$ cat config.mk
export PLATFORM = sky130hd
export DESIGN_NAME = sorted_two_way_merge
export DESIGN_NICKNAME = d
export VERILOG_FILES = /design/src/rtl/swm_pkg.sv /design/src/rtl/sorted_two_way_merge.sv /design/src/rtl/swm_ram.sv /design/src/rtl/swm_ctrl.sv /design/src/rtl/swm_dp.sv
export SDC_FILE = /design/constraint.sdc
export NUM_CORES = 2
export LEC_CHECK = 0
export ABC_AREA = 0
export BUFFER_PORTS_ARGS = -buffer_cell sky130_fd_sc_hd__buf_4
export CAP_MARGIN = 0
export CELL_PAD_IN_SITES_DETAIL_PLACEMENT = 0
export CELL_PAD_IN_SITES_GLOBAL_PLACEMENT = 1
export CORE_MARGIN = 10
export CORE_UTILIZATION = 45
export DETAILED_ROUTE_END_ITERATION = 10
export PLACE_DENSITY_LB_ADDON = 0.1
export SLEW_MARGIN = 20
export SYNTH_ARGS = -nofsm -noshare
export SYNTH_HDL_FRONTEND = slang
export SYNTH_SLANG_ARGS = --single-unit
$ cat constraint.sdc
create_clock -name i_clk -period 5.4 [get_ports i_clk]
set_input_delay 0.27 -clock i_clk [delete_from_list [all_inputs] [get_ports i_clk]]
set_output_delay 0.27 -clock i_clk [all_outputs]
set_load 0.1 [all_outputs]
$ cat src/rtl/swm_pkg.sv
// swm_pkg: shared types and constants for the sorted two-way merge block
// used by swm_ctrl, swm_dp, the top level and the checker; no dependencies
package swm_pkg;

    localparam int DATA_W = 32;
    localparam int MODE_W = 2;

    // input item codes
    localparam logic [MODE_W-1:0] MODE_APPEND_A = 2'd0;
    localparam logic [MODE_W-1:0] MODE_APPEND_B = 2'd1;
    localparam logic [MODE_W-1:0] MODE_MERGE    = 2'd2;
    localparam logic [MODE_W-1:0] MODE_UNUSED   = 2'd3;

    // commands from the controller to the datapath
    typedef struct packed {
        logic wr_a;     // append the input value to sequence a
        logic wr_b;     // append the input value to sequence b
        logic fire;     // register one merged result and advance its pointer
        logic clear;    // empty both sequences and rewind the pointers
    } t_cmd;

    // status from the datapath to the controller
    typedef struct packed {
        logic empty;    // both sequences hold no entries
        logic out_free; // output register can take a result this cycle
        logic last;     // the current pick is the final one of the merge
    } t_status;

endpackage

$ cat src/rtl/sorted_two_way_merge.sv
// after a merge transfer the controller passes through S_LOAD (head fetch from the
// registered-read rams) and registers the first result in S_EMIT once the output is free
// throughput: one result per cycle while the output side takes them; new items are
// accepted again the cycle after the final result is registered
// reset: synchronous active-low clears counts, pointers, loss flag and output valid;
// buffer contents are left as they are
// top level of the sorted two-way merge; depends on swm_pkg, swm_ctrl and swm_dp
module sorted_two_way_merge #(
    parameter int DEPTH = 32
) (
    input  logic                              i_clk,
    input  logic                              i_rst_n,
    input  logic                              i_in_valid,
    output logic                              o_in_ready,
    input  logic [swm_pkg::MODE_W-1:0]        i_in_mode,
    input  logic signed [swm_pkg::DATA_W-1:0] i_in_value,
    output logic                              o_out_valid,
    input  logic                              i_out_ready,
    output logic signed [swm_pkg::DATA_W-1:0] o_merged_value,
    output logic                              o_from_b,
    output logic                              o_last,
    output logic                              o_dropped
);

    swm_pkg::t_cmd    cmd;
    swm_pkg::t_status status;

    // sequencing of appends and merge steps
    swm_ctrl u_ctrl (
        .i_clk      (i_clk),
        .i_rst_n    (i_rst_n),
        .i_in_valid (i_in_valid),
        .i_in_mode  (i_in_mode),
        .i_status   (status),
        .o_in_ready (o_in_ready),
        .o_cmd      (cmd)
    );

    // buffers, pointers and output register
    swm_dp #(
        .DEPTH (DEPTH)
    ) u_dp (
        .i_clk          (i_clk),
        .i_rst_n        (i_rst_n),
        .i_cmd          (cmd),
        .i_in_value     (i_in_value),
        .i_out_ready    (i_out_ready),
        .o_status       (status),
        .o_out_valid    (o_out_valid),
        .o_merged_value (o_merged_value),
        .o_from_b       (o_from_b),
        .o_last         (o_last),
        .o_dropped      (o_dropped)
    );

endmodule

$ cat src/rtl/swm_ram.sv
// swm_ram: generic simple dual-port ram, one write port and one registered read port
// no dependencies
module swm_ram #(
    parameter int WIDTH = 32,
    parameter int DEPTH = 32
) (
    input  logic                                 i_clk,
    input  logic                                 i_wr_en,
    input  logic [(DEPTH > 1 ? $clog2(DEPTH) : 1)-1:0] i_wr_addr,
    input  logic [WIDTH-1:0]                     i_wr_data,
    input  logic [(DEPTH > 1 ? $clog2(DEPTH) : 1)-1:0] i_rd_addr,
    output logic [WIDTH-1:0]                     o_rd_data
);

    logic [WIDTH-1:0] r_mem [DEPTH];
    logic [WIDTH-1:0] r_rd_data;

    // write port and registered read port
    always_ff @(posedge i_clk) begin
        if (i_wr_en) begin
            r_mem[i_wr_addr] <= i_wr_data;
        end
        r_rd_data <= r_mem[i_rd_addr];
    end

    assign o_rd_data = r_rd_data;

endmodule

$ cat src/rtl/swm_ctrl.sv
// swm_ctrl: controller state machine of the merge block
// depends on swm_pkg for the command and status structs and item codes
module swm_ctrl (
    input  logic                          i_clk,
    input  logic                          i_rst_n,
    input  logic                          i_in_valid,
    input  logic [swm_pkg::MODE_W-1:0]    i_in_mode,
    input  swm_pkg::t_status              i_status,
    output logic                          o_in_ready,
    output swm_pkg::t_cmd                 o_cmd
);

    typedef enum logic [1:0] {
        S_IDLE,
        S_LOAD,
        S_EMIT
    } t_state;

    t_state r_state;
    t_state n_state;
    logic   r_ready;
    logic   n_ready;
    logic   accept;
    logic   fire;

    assign accept = i_in_valid && r_ready;
    assign fire   = (r_state == S_EMIT) && i_status.out_free;

    // commands to the datapath
    always_comb begin
        o_cmd       = '0;
        o_cmd.fire  = fire;
        o_cmd.clear = fire && i_status.last;
        unique case (i_in_mode)
            swm_pkg::MODE_APPEND_A: o_cmd.wr_a = accept;
            swm_pkg::MODE_APPEND_B: o_cmd.wr_b = accept;
            swm_pkg::MODE_MERGE,
            swm_pkg::MODE_UNUSED:   o_cmd.wr_a = 1'b0;
            default:                o_cmd.wr_a = 1'b0;
        endcase
    end

    // next state
    always_comb begin
        n_state = r_state;
        n_ready = r_ready;
        unique case (r_state)
            S_IDLE: begin
                // a merge over two empty sequences gives nothing
                if (accept && i_in_mode == swm_pkg::MODE_MERGE && !i_status.empty) begin
                    n_state = S_LOAD;
                    n_ready = 1'b0;
                end
            end
            // S_LOAD lets the head reads see the latest appends
            S_LOAD: begin
                n_state = S_EMIT;
            end
            S_EMIT: begin
                if (fire && i_status.last) begin
                    n_state = S_IDLE;
                    n_ready = 1'b1;
                end
            end
            default: begin
                n_state = S_IDLE;
                n_ready = 1'b1;
            end
        endcase
    end

    // state and registered ready
    always_ff @(posedge i_clk) begin
        if (!i_rst_n) begin
            r_state <= S_IDLE;
            r_ready <= 1'b1;
        end else begin
            r_state <= n_state;
            r_ready <= n_ready;
        end
    end

    assign o_in_ready = r_ready;

endmodule

$ cat src/rtl/swm_dp.sv
// swm_dp: datapath of the merge block: sequence rams, counts, read pointers,
// head compare and output register; depends on swm_pkg and swm_ram
module swm_dp #(
    parameter int DEPTH = 32
) (
    input  logic                              i_clk,
    input  logic                              i_rst_n,
    input  swm_pkg::t_cmd                     i_cmd,
    input  logic signed [swm_pkg::DATA_W-1:0] i_in_value,
    input  logic                              i_out_ready,
    output swm_pkg::t_status                  o_status,
    output logic                              o_out_valid,
    output logic signed [swm_pkg::DATA_W-1:0] o_merged_value,
    output logic                              o_from_b,
    output logic                              o_last,
    output logic                              o_dropped
);

    localparam int AW = (DEPTH > 1) ? $clog2(DEPTH) : 1;
    localparam int CW = $clog2(DEPTH + 1);
    localparam logic [CW-1:0] FULL = CW'(DEPTH);

    logic [CW-1:0] r_cnt_a, n_cnt_a;
    logic [CW-1:0] r_cnt_b, n_cnt_b;
    logic [CW-1:0] r_ptr_a, n_ptr_a;
    logic [CW-1:0] r_ptr_b, n_ptr_b;
    logic          r_lost, n_lost;
    logic          full_a, full_b;
    logic          we_a, we_b;
    logic          exh_a, exh_b;
    logic          pick_b;
    logic          last_pick;
    logic signed [swm_pkg::DATA_W-1:0] head_a, head_b;

    logic                              r_out_valid;
    logic signed [swm_pkg::DATA_W-1:0] r_out_value;
    logic                              r_out_from_b;
    logic                              r_out_last;
    logic                              r_out_dropped;

    // appends to a full buffer are lost
    assign full_a = (r_cnt_a == FULL);
    assign full_b = (r_cnt_b == FULL);
    assign we_a   = i_cmd.wr_a && !full_a;
    assign we_b   = i_cmd.wr_b && !full_b;

    // head selection: an exhausted side loses; otherwise a wins only when strictly smaller
    assign exh_a  = (r_ptr_a == r_cnt_a);
    assign exh_b  = (r_ptr_b == r_cnt_b);
    assign pick_b = exh_a || (!exh_b && !(head_a < head_b));
    assign last_pick = pick_b ? ((r_ptr_b + CW'(1) == r_cnt_b) && exh_a)
                              : ((r_ptr_a + CW'(1) == r_cnt_a) && exh_b);

    // counts, pointers and loss flag
    always_comb begin
        n_cnt_a = r_cnt_a;
        n_cnt_b = r_cnt_b;
        n_ptr_a = r_ptr_a;
        n_ptr_b = r_ptr_b;
        n_lost  = r_lost;
        if (we_a) begin
            n_cnt_a = r_cnt_a + CW'(1);
        end
        if (we_b) begin
            n_cnt_b = r_cnt_b + CW'(1);
        end
        if ((i_cmd.wr_a && full_a) || (i_cmd.wr_b && full_b)) begin
            n_lost = 1'b1;
        end
        if (i_cmd.fire) begin
            if (pick_b) begin
                n_ptr_b = r_ptr_b + CW'(1);
            end else begin
                n_ptr_a = r_ptr_a + CW'(1);
            end
        end
        if (i_cmd.clear) begin
            n_cnt_a = '0;
            n_cnt_b = '0;
            n_ptr_a = '0;
            n_ptr_b = '0;
        end
    end

    always_ff @(posedge i_clk) begin
        if (!i_rst_n) begin
            r_cnt_a <= '0;
            r_cnt_b <= '0;
            r_ptr_a <= '0;
            r_ptr_b <= '0;
            r_lost  <= 1'b0;
        end else begin
            r_cnt_a <= n_cnt_a;
            r_cnt_b <= n_cnt_b;
            r_ptr_a <= n_ptr_a;
            r_ptr_b <= n_ptr_b;
            r_lost  <= n_lost;
        end
    end

    // sequence buffers; the read address follows the next pointer so the
    // registered read data is the head at the current pointer
    swm_ram #(
        .WIDTH (swm_pkg::DATA_W),
        .DEPTH (DEPTH)
    ) u_ram_a (
        .i_clk     (i_clk),
        .i_wr_en   (we_a),
        .i_wr_addr (r_cnt_a[AW-1:0]),
        .i_wr_data (i_in_value),
        .i_rd_addr (n_ptr_a[AW-1:0]),
        .o_rd_data (head_a)
    );

    swm_ram #(
        .WIDTH (swm_pkg::DATA_W),
        .DEPTH (DEPTH)
    ) u_ram_b (
        .i_clk     (i_clk),
        .i_wr_en   (we_b),
        .i_wr_addr (r_cnt_b[AW-1:0]),
        .i_wr_data (i_in_value),
        .i_rd_addr (n_ptr_b[AW-1:0]),
        .o_rd_data (head_b)
    );

    // output register: valid is control, the rest is payload
    always_ff @(posedge i_clk) begin
        if (!i_rst_n) begin
            r_out_valid <= 1'b0;
        end else if (i_cmd.fire) begin
            r_out_valid <= 1'b1;
        end else if (i_out_ready) begin
            r_out_valid <= 1'b0;
        end
    end

    always_ff @(posedge i_clk) begin
        if (i_cmd.fire) begin
            r_out_value   <= pick_b ? head_b : head_a;
            r_out_from_b  <= pick_b;
            r_out_last    <= last_pick;
            r_out_dropped <= r_lost;
        end
    end

    // status to the controller
    assign o_status.empty    = (r_cnt_a == '0) && (r_cnt_b == '0);
    assign o_status.out_free = !r_out_valid || i_out_ready;
    assign o_status.last     = last_pick;

    assign o_out_valid    = r_out_valid;
    assign o_merged_value = r_out_value;
    assign o_from_b       = r_out_from_b;
    assign o_last         = r_out_last;
    assign o_dropped      = r_out_dropped;

endmodule

* Word level (Yosys, flattened, before mapping)
Memory sizes are Yosys's and may differ from the RTL's. A register that Yosys moved wholly into a read port is not among the register bits.
Cells that the tools add are included.
** Cells by class
- Bitwise gates (word level) :: 3
- $add $sub $neg :: 4
- Muxes and demuxes :: 22
- Equal/unequal tests :: 12
- Order comparisons :: 1
- Reductions and logical operators :: 32
** Operators with widths (number)
- < comparator 32 bit :: 1
- two-way mux 32 bit :: 1
- two-way mux 5 bit :: 6
- adder 6 x 1 -> 6 bit, second input constant :: 4
- equality test 6 bit :: 4
- logical AND 1 bit :: 13
- equality test 6 bit, second input constant :: 2
- zero test 6 bit :: 2
- two-way mux 1 bit :: 11
- zero test 1 bit :: 6
- case mux 2 bit (3 select lines) :: 1
- AND reduction 2 bit :: 3
- equality test 2 x 1 -> 1 bit, second input constant :: 2
- equality test 2 bit, second input constant :: 2
- zero test 2 bit :: 2
- two-way mux 2 bit :: 2
- logical OR 1 bit :: 3
- inverter 1 bit :: 3
- case mux 1 bit (3 select lines) :: 1
- AND reduction 3 bit :: 1
- inequality test 2 x 1 -> 1 bit, second input constant :: 1
- inequality test 2 bit, second input constant :: 1
- nonzero test 2 bit :: 1
- OR reduction 2 bit :: 1
** Word-level totals
- Logic and storage cells :: 90
- Bits in registers :: 64
- Memory bits (writable) :: 2048
- Memories kept :: 2
- Input port bits :: 38
** Memory list
- u_dp.u_ram_a.r_mem :: depth 32, width 32, rd ports 1, clocked after Yosys merged registers in 1, write ports 1, RTL line swm_ram.sv:15 : logic [WIDTH-1:0] r_mem [DEPTH];
- u_dp.u_ram_b.r_mem :: depth 32, width 32, rd ports 1, clocked after Yosys merged registers in 1, write ports 1, RTL line swm_ram.sv:15

* Longest topological paths before layout
- Word-level depth :: 8
- Mapped depth :: 18
- Mapped depth without buffers :: 14

* Cells and area by module
A second synthesis with hierarchy kept.
** Unflattened totals
- Cell total of the unflattened synthesis :: 4948
- Area, all modules :: 85366.9 sq um
** Modules (own cells, without submodules)
- swm_ram :: cells each 2260, area an instance 40485.1 sq um, sequential area each 31390.1 sq um, instances 2
- swm_dp :: cells each 409, area an instance 4227.8 sq um, sequential area each 1571.5 sq um, instances 1
- swm_ctrl :: cells each 19, area an instance 168.9 sq um, sequential area each 60.1 sq um, instances 1

* Least setup slack after synthesis
No wires, ideal clock.
- Path type :: reg-to-reg
- Start :: register u_ctrl.r_ready, in the netlist u_ctrl.o_in_ready
- End :: memory u_dp.u_ram_b.r_mem[0][0] (enable)
- Arrival :: 4.396 ns
- Library setup time :: 0.501 ns
- Clock period less this slack :: 4.897 ns
- Path slack :: 0.503 ns
- Stages on the path, launching flop included :: 3
- Path through :: dfxtp_1 nand4b_1 nor4_1
** On the way
- Cells in the longest elaborated chain, start to end :: 5
** RTL lines
- start, declared :: RTL line swm_ctrl.sv:21 : logic r_ready;
- start signal, assigned :: RTL line swm_ctrl.sv:79 : r_ready <= n_ready;
- logical AND 1 bit :: RTL line swm_ctrl.sv:26 : assign accept = i_in_valid && r_ready;
- two-way mux 1 bit :: RTL line swm_ctrl.sv:34 : unique case (i_in_mode)
- logical AND 1 bit :: RTL line swm_dp.sv:45 : assign we_b = i_cmd.wr_b && !full_b;
- two-way mux 1 bit :: RTL line swm_ram.sv:20 : if (i_wr_en) begin
- two-way mux 1 bit (implied by the code) :: RTL line swm_ram.sv:21 : r_mem[i_wr_addr] <= i_wr_data;
- end, declared :: RTL line swm_ram.sv:15
Every way passes these cells.

* Worst setup path in the final report
- Start :: register u_dp.u_ram_b.r_rd_data[13], in the netlist u_dp.u_ram_b.o_rd_data[13] (read register of u_dp.u_ram_b.r_mem)
- End :: register u_dp.u_ram_b.r_rd_data[19], in the netlist u_dp.u_ram_b.o_rd_data[19] (read register of u_dp.u_ram_b.r_mem)
** On the way
- Cells in the longest elaborated chain, start to end :: 7
** RTL lines
- start, declared :: RTL line swm_ram.sv:16 : logic [WIDTH-1:0] r_rd_data;
- < comparator 32 bit * :: RTL line swm_dp.sv:50 : assign pick_b = exh_a || (!exh_b && !(head_a < head_b));
- zero test 1 bit * :: RTL line swm_dp.sv:50
- logical AND 1 bit * :: RTL line swm_dp.sv:50
- logical OR 1 bit * :: RTL line swm_dp.sv:50
- two-way mux 5 bit / two-way mux 1 bit (equally long branches) :: RTL line swm_dp.sv:71, swm_dp.sv:51
- two-way mux 5 bit / logical AND 1 bit (equally long branches) :: RTL line swm_dp.sv:70, swm_ctrl.sv:33
- two-way mux 5 bit * :: RTL line swm_dp.sv:77 : if (i_cmd.clear) begin
Mark *: on every way between the ends. The rest lies on a longest branch, timed or not.
A chain may end at the register's enable or synchronous reset.

==> flow_summary.json <==
{
  "initial_core_util": 0.453,
  "row_count": 159,
  "cts_tree": "built",
  "detail_route.wirelength_um": 259000,
  "worstHoldPathCells": 1,
  "dpl.hpwl_um": 145000,
  "worst_ir_drop_vdd_mv": 0.262,
  "timing_max_transition_violations_final": 0,
  "number_of_flops_mapped_to_enable_cells_by_yosys": 2083,
  "holdCritPathClass": "input pin to register",
  "die_y_um": 455,
  "final-hold-violation-count": 0,
  "yosysTopAreaCellShare": 0.736,
  "dieWidth_um": 455,
  "drtAntennaViolNets": 0,
  "gpl.final_weighted_congestion": 0.807,
  "clock_tree.buffer_depth": 3,
  "clock_power_share": 0.443,
  "drt_first_pass_iters": 6,
  "drt_drc_violations_left": 0,
  "grt_max_degree": 101,
  "timing.slew.headroom": 0.296,
  "yosys_warnings": 0,
  "r2r-end": "u_dp.u_ram_b.o_rd_data[19]",
  "fill_cells": 15745,
  "critical_path_arrival_ns": 5.76,
  "post_cts_resize_count": 0,
  "unrepaired_setup_endpoints_after_global_routing": "no",
  "route.vias.total": 51877,
  "grt_antenna_before_repair": 13,
  "mappedNetlistNets": 6189,
  "grt_use_total": 0.247,
  "synthTopCellsByArea": "edfxtp_1, nand2_1, nand3_1",
  "max_cap_violations": 0,
  "clock_latency_ns": 0.87,
  "synth_cell_types": 76,
  "worstPathRequired_ns": 6.05,
  "combinational_power_share": 0.020,
  "most_common_cell_after_layout_fill_and_taps_aside": "edfxtp_1",
  "criticalPathCategory": "register to register",
  "grt_pass1_wl_um": 368000,
  "worst_path_max_fanout": 22,
  "reg2regPathDepth": 19,
  "layout.nets": 6382,
  "hp-start": "i_in_value[15]",
  "layout.core_utilization": 0.521,
  "finalSetupViolCount": 0,
  "swShare": 0.206,
  "syn2layout_area_growth_pct": 15.0,
  "setup.reg_to_reg.worst_slack_ns": 0.29,
  "port-buffer-count": 74,
  "r2r-start": "u_dp.u_ram_b.o_rd_data[13]",
  "ff_latch_count_synth": 2176,
  "worst_pin_slew_ns": 1.06,
  "floorplan.io_pins": 75,
  "clock-skew-final_ns": 0.0265,
  "type_of_element_launching_the_critical_path": "register",
  "most-common-layout-cells": "edfxtp_1, nand2_1, nand3_1",
  "grt.overflow.total": 0,
  "layout-drive-gt1-share": 0.123,
  "synth_top_flop_cell": "edfxtp_1",
  "min_delay_worst_endpoint": "u_dp.u_ram_b.r_mem[27][15]",
  "seqCellArea_um2": 64400,
  "post_synth_instance_area_um2": 85000,
  "clkTransAtPathRegs_ns": 0.06,
  "fp.dieArea_um2": 207000,
  "core_area_um2": 188000,
  "multiInputGateArea_um2": 19400,
  "final_min_period_over_clock_period": 0.947,
  "h-tree-depth": 4,
  "synth_top_cell_by_area": "edfxtp_1",
  "power_mw": 34.6,
  "share_of_total_power_in_sequential_cells": 0.537,
  "drt_first_iter_violations": 5728,
  "leakagePower_nw": 33.0,
  "status": "complete, no violations",
  "p_per_area_nw_per_um2": 354,
  "fmax_ghz": 0.196,
  "dpl_cell_area_um2": 90200,
  "via_per_inst": 5.76,
  "cell_internal_pwr_mw": 27.5,
  "post-route-cell-area_um2": 97800,
  "first_global_vias": 49940,
  "synth.yosys.seq_area_share": 0.757,
  "drt-wirelength-per-cell_um": 28.8,
  "power.net_switching_mw": 7.12,
  "period_needed_ns": 5.11,
  "syn-mean-instance-area_um2": 13.9,
  "cts.sinks": 2176,
  "cts-buffers-inserted": 224,
  "syn_inst": 6110,
  "async_flop_share": 0,
  "setup.worst_path.end_class": "register",
  "cts_root_buf": "clkbuf_16"
}
## registers in the layout, indices dropped and copies added, names as in the netlist
| name | cells |
|---|---|
| u_dp.r_ptr_a | 6 |
| u_ctrl.r_state | 2 |
| u_dp.r_ptr_b | 6 |
| u_dp.u_ram_a.o_rd_data | 32 |
| u_dp.u_ram_a.r_mem | 1024 |
| u_dp.o_from_b | 1 |
| u_ctrl.o_in_ready | 1 |
| u_dp.o_dropped | 1 |
| u_dp.u_ram_b.r_mem | 1024 |
| u_dp.o_out_valid | 1 |
| u_dp.r_lost | 1 |
| u_dp.r_cnt_b | 6 |
| u_dp.r_cnt_a | 6 |
| u_dp.o_merged_value | 32 |
| u_dp.o_last | 1 |
| u_dp.u_ram_b.o_rd_data | 32 |
## power by group through the flow
stage          clock network (mW)  registers, mW  logic [mW]
3_5_place_dp                    0           18.9       0.690
5_1_grt                      16.2           18.6       0.751
3_3_place_gp                    0           18.9       0.685
4_1_cts                      15.5           18.6       0.709
6_report                     15.3           18.6       0.701
2_1_floorplan                   0           18.9       0.190
## metrics by stage
step / setup slack, ns / std cells / hold WS [ns] / setup TNS [ns]
finish: 0.288 / 9006 / 0.0419 / 0
global route: 0.0925 / 8993 / 0.0401 / 0
CTS: 0.00763 / 8989 / 0.000276 / 0
detailed placement: -0.117 / 8547 / 0.429 / -0.136
global placement: -0.205 / 8544 / 0.417 / -0.309
floorplan: 0.503 / 6110 / 0.342 / 0
## layer usage
metal	routed length, um	vias up	part of all wire	global-route usage
li1	-	23118	-	-
met1	115000	26656	0.44	0.359
met2	121000	1787	0.46	0.388
met3	18200	314	0.070	0.0402
met4	5770	2	0.022	0.0610
met5	13	-	0.000050	0
## worst max path at each step
stage                                            end  slack (ns)                       start  cells after the start
final                     u_dp.u_ram_b.o_rd_data[19]        0.29  u_dp.u_ram_b.o_rd_data[13]                     19
after global routing      u_dp.u_ram_a.o_rd_data[12]        0.09  u_dp.u_ram_b.o_rd_data[13]                     16
after CTS                 u_dp.u_ram_a.o_rd_data[29]       0.008   u_dp.u_ram_b.o_rd_data[5]                     15
after detailed placement  u_dp.u_ram_a.o_rd_data[12]       -0.12   u_dp.u_ram_b.o_rd_data[5]                     15
after global placement    u_dp.u_ram_a.o_rd_data[12]       -0.20   u_dp.u_ram_b.o_rd_data[5]                     15
after floorplan             u_dp.u_ram_b.r_mem[0][0]        0.50           u_ctrl.o_in_ready                      2
## synthesized netlist by cell type, types with 36 or more instances
cell	count
a31oi_1	36
a32oi_1	99
and3_1	38
buf_2	188
clkbuf_1	121
dfxtp_1	93
edfxtp_1	2083
ha_1	41
inv_1	40
mux2i_1	201
nand2_1	1741
nand3_1	772
nand4_1	162
nor2_1	103
## cell families after synthesis
logic type	Yosys count	share of synthesized area
buffers and inverters	408	0.0227
muxes	234	0.0280
DFF	2176	0.757
xor gates and xnor gates	31	0.00319
adders and majority gates	41	0.00603
AOI/OAI and AO/OA	338	0.0353
and+or+nand+nor	2882	0.147
## worst max-delay path, stage by stage (launching register included)
cell,delay (ns)
dfxtp_1,0.47
inv_1,0.08
ha_1,0.30
nand2_1,0.08
nor4_2,0.37
a221oi_1,0.23
a2111oi_4,0.49
o31ai_4,0.10
buf_12,0.16
buf_4,0.15
buf_4,0.14
a21oi_2,0.16
nand2_1,0.19
o22ai_4,0.33
buf_12,0.26
buf_4,0.42
buf_4,0.29
nand3_1,0.09
nand4_1,0.22
o221ai_1,0.30
## final cells by class
type	count	area share
antenna	14	0.000358
clock buffer	287	0.0615
clock inverter	133	0.0125
inverter	41	0.00157
multi-input combinational	3526	0.198
sequential	2176	0.659
tap	2495	0.0319
timing repair buffer	334	0.0351
## repair_timing
action	in CTS	in global routing
hold endpoints to repair	355	0
setup endpoints to repair	2	2
pin swaps	1	0
hold buffers	19	0
buffers inserted	3	3
Note: power is estimated with default switching activity, not from simulation.
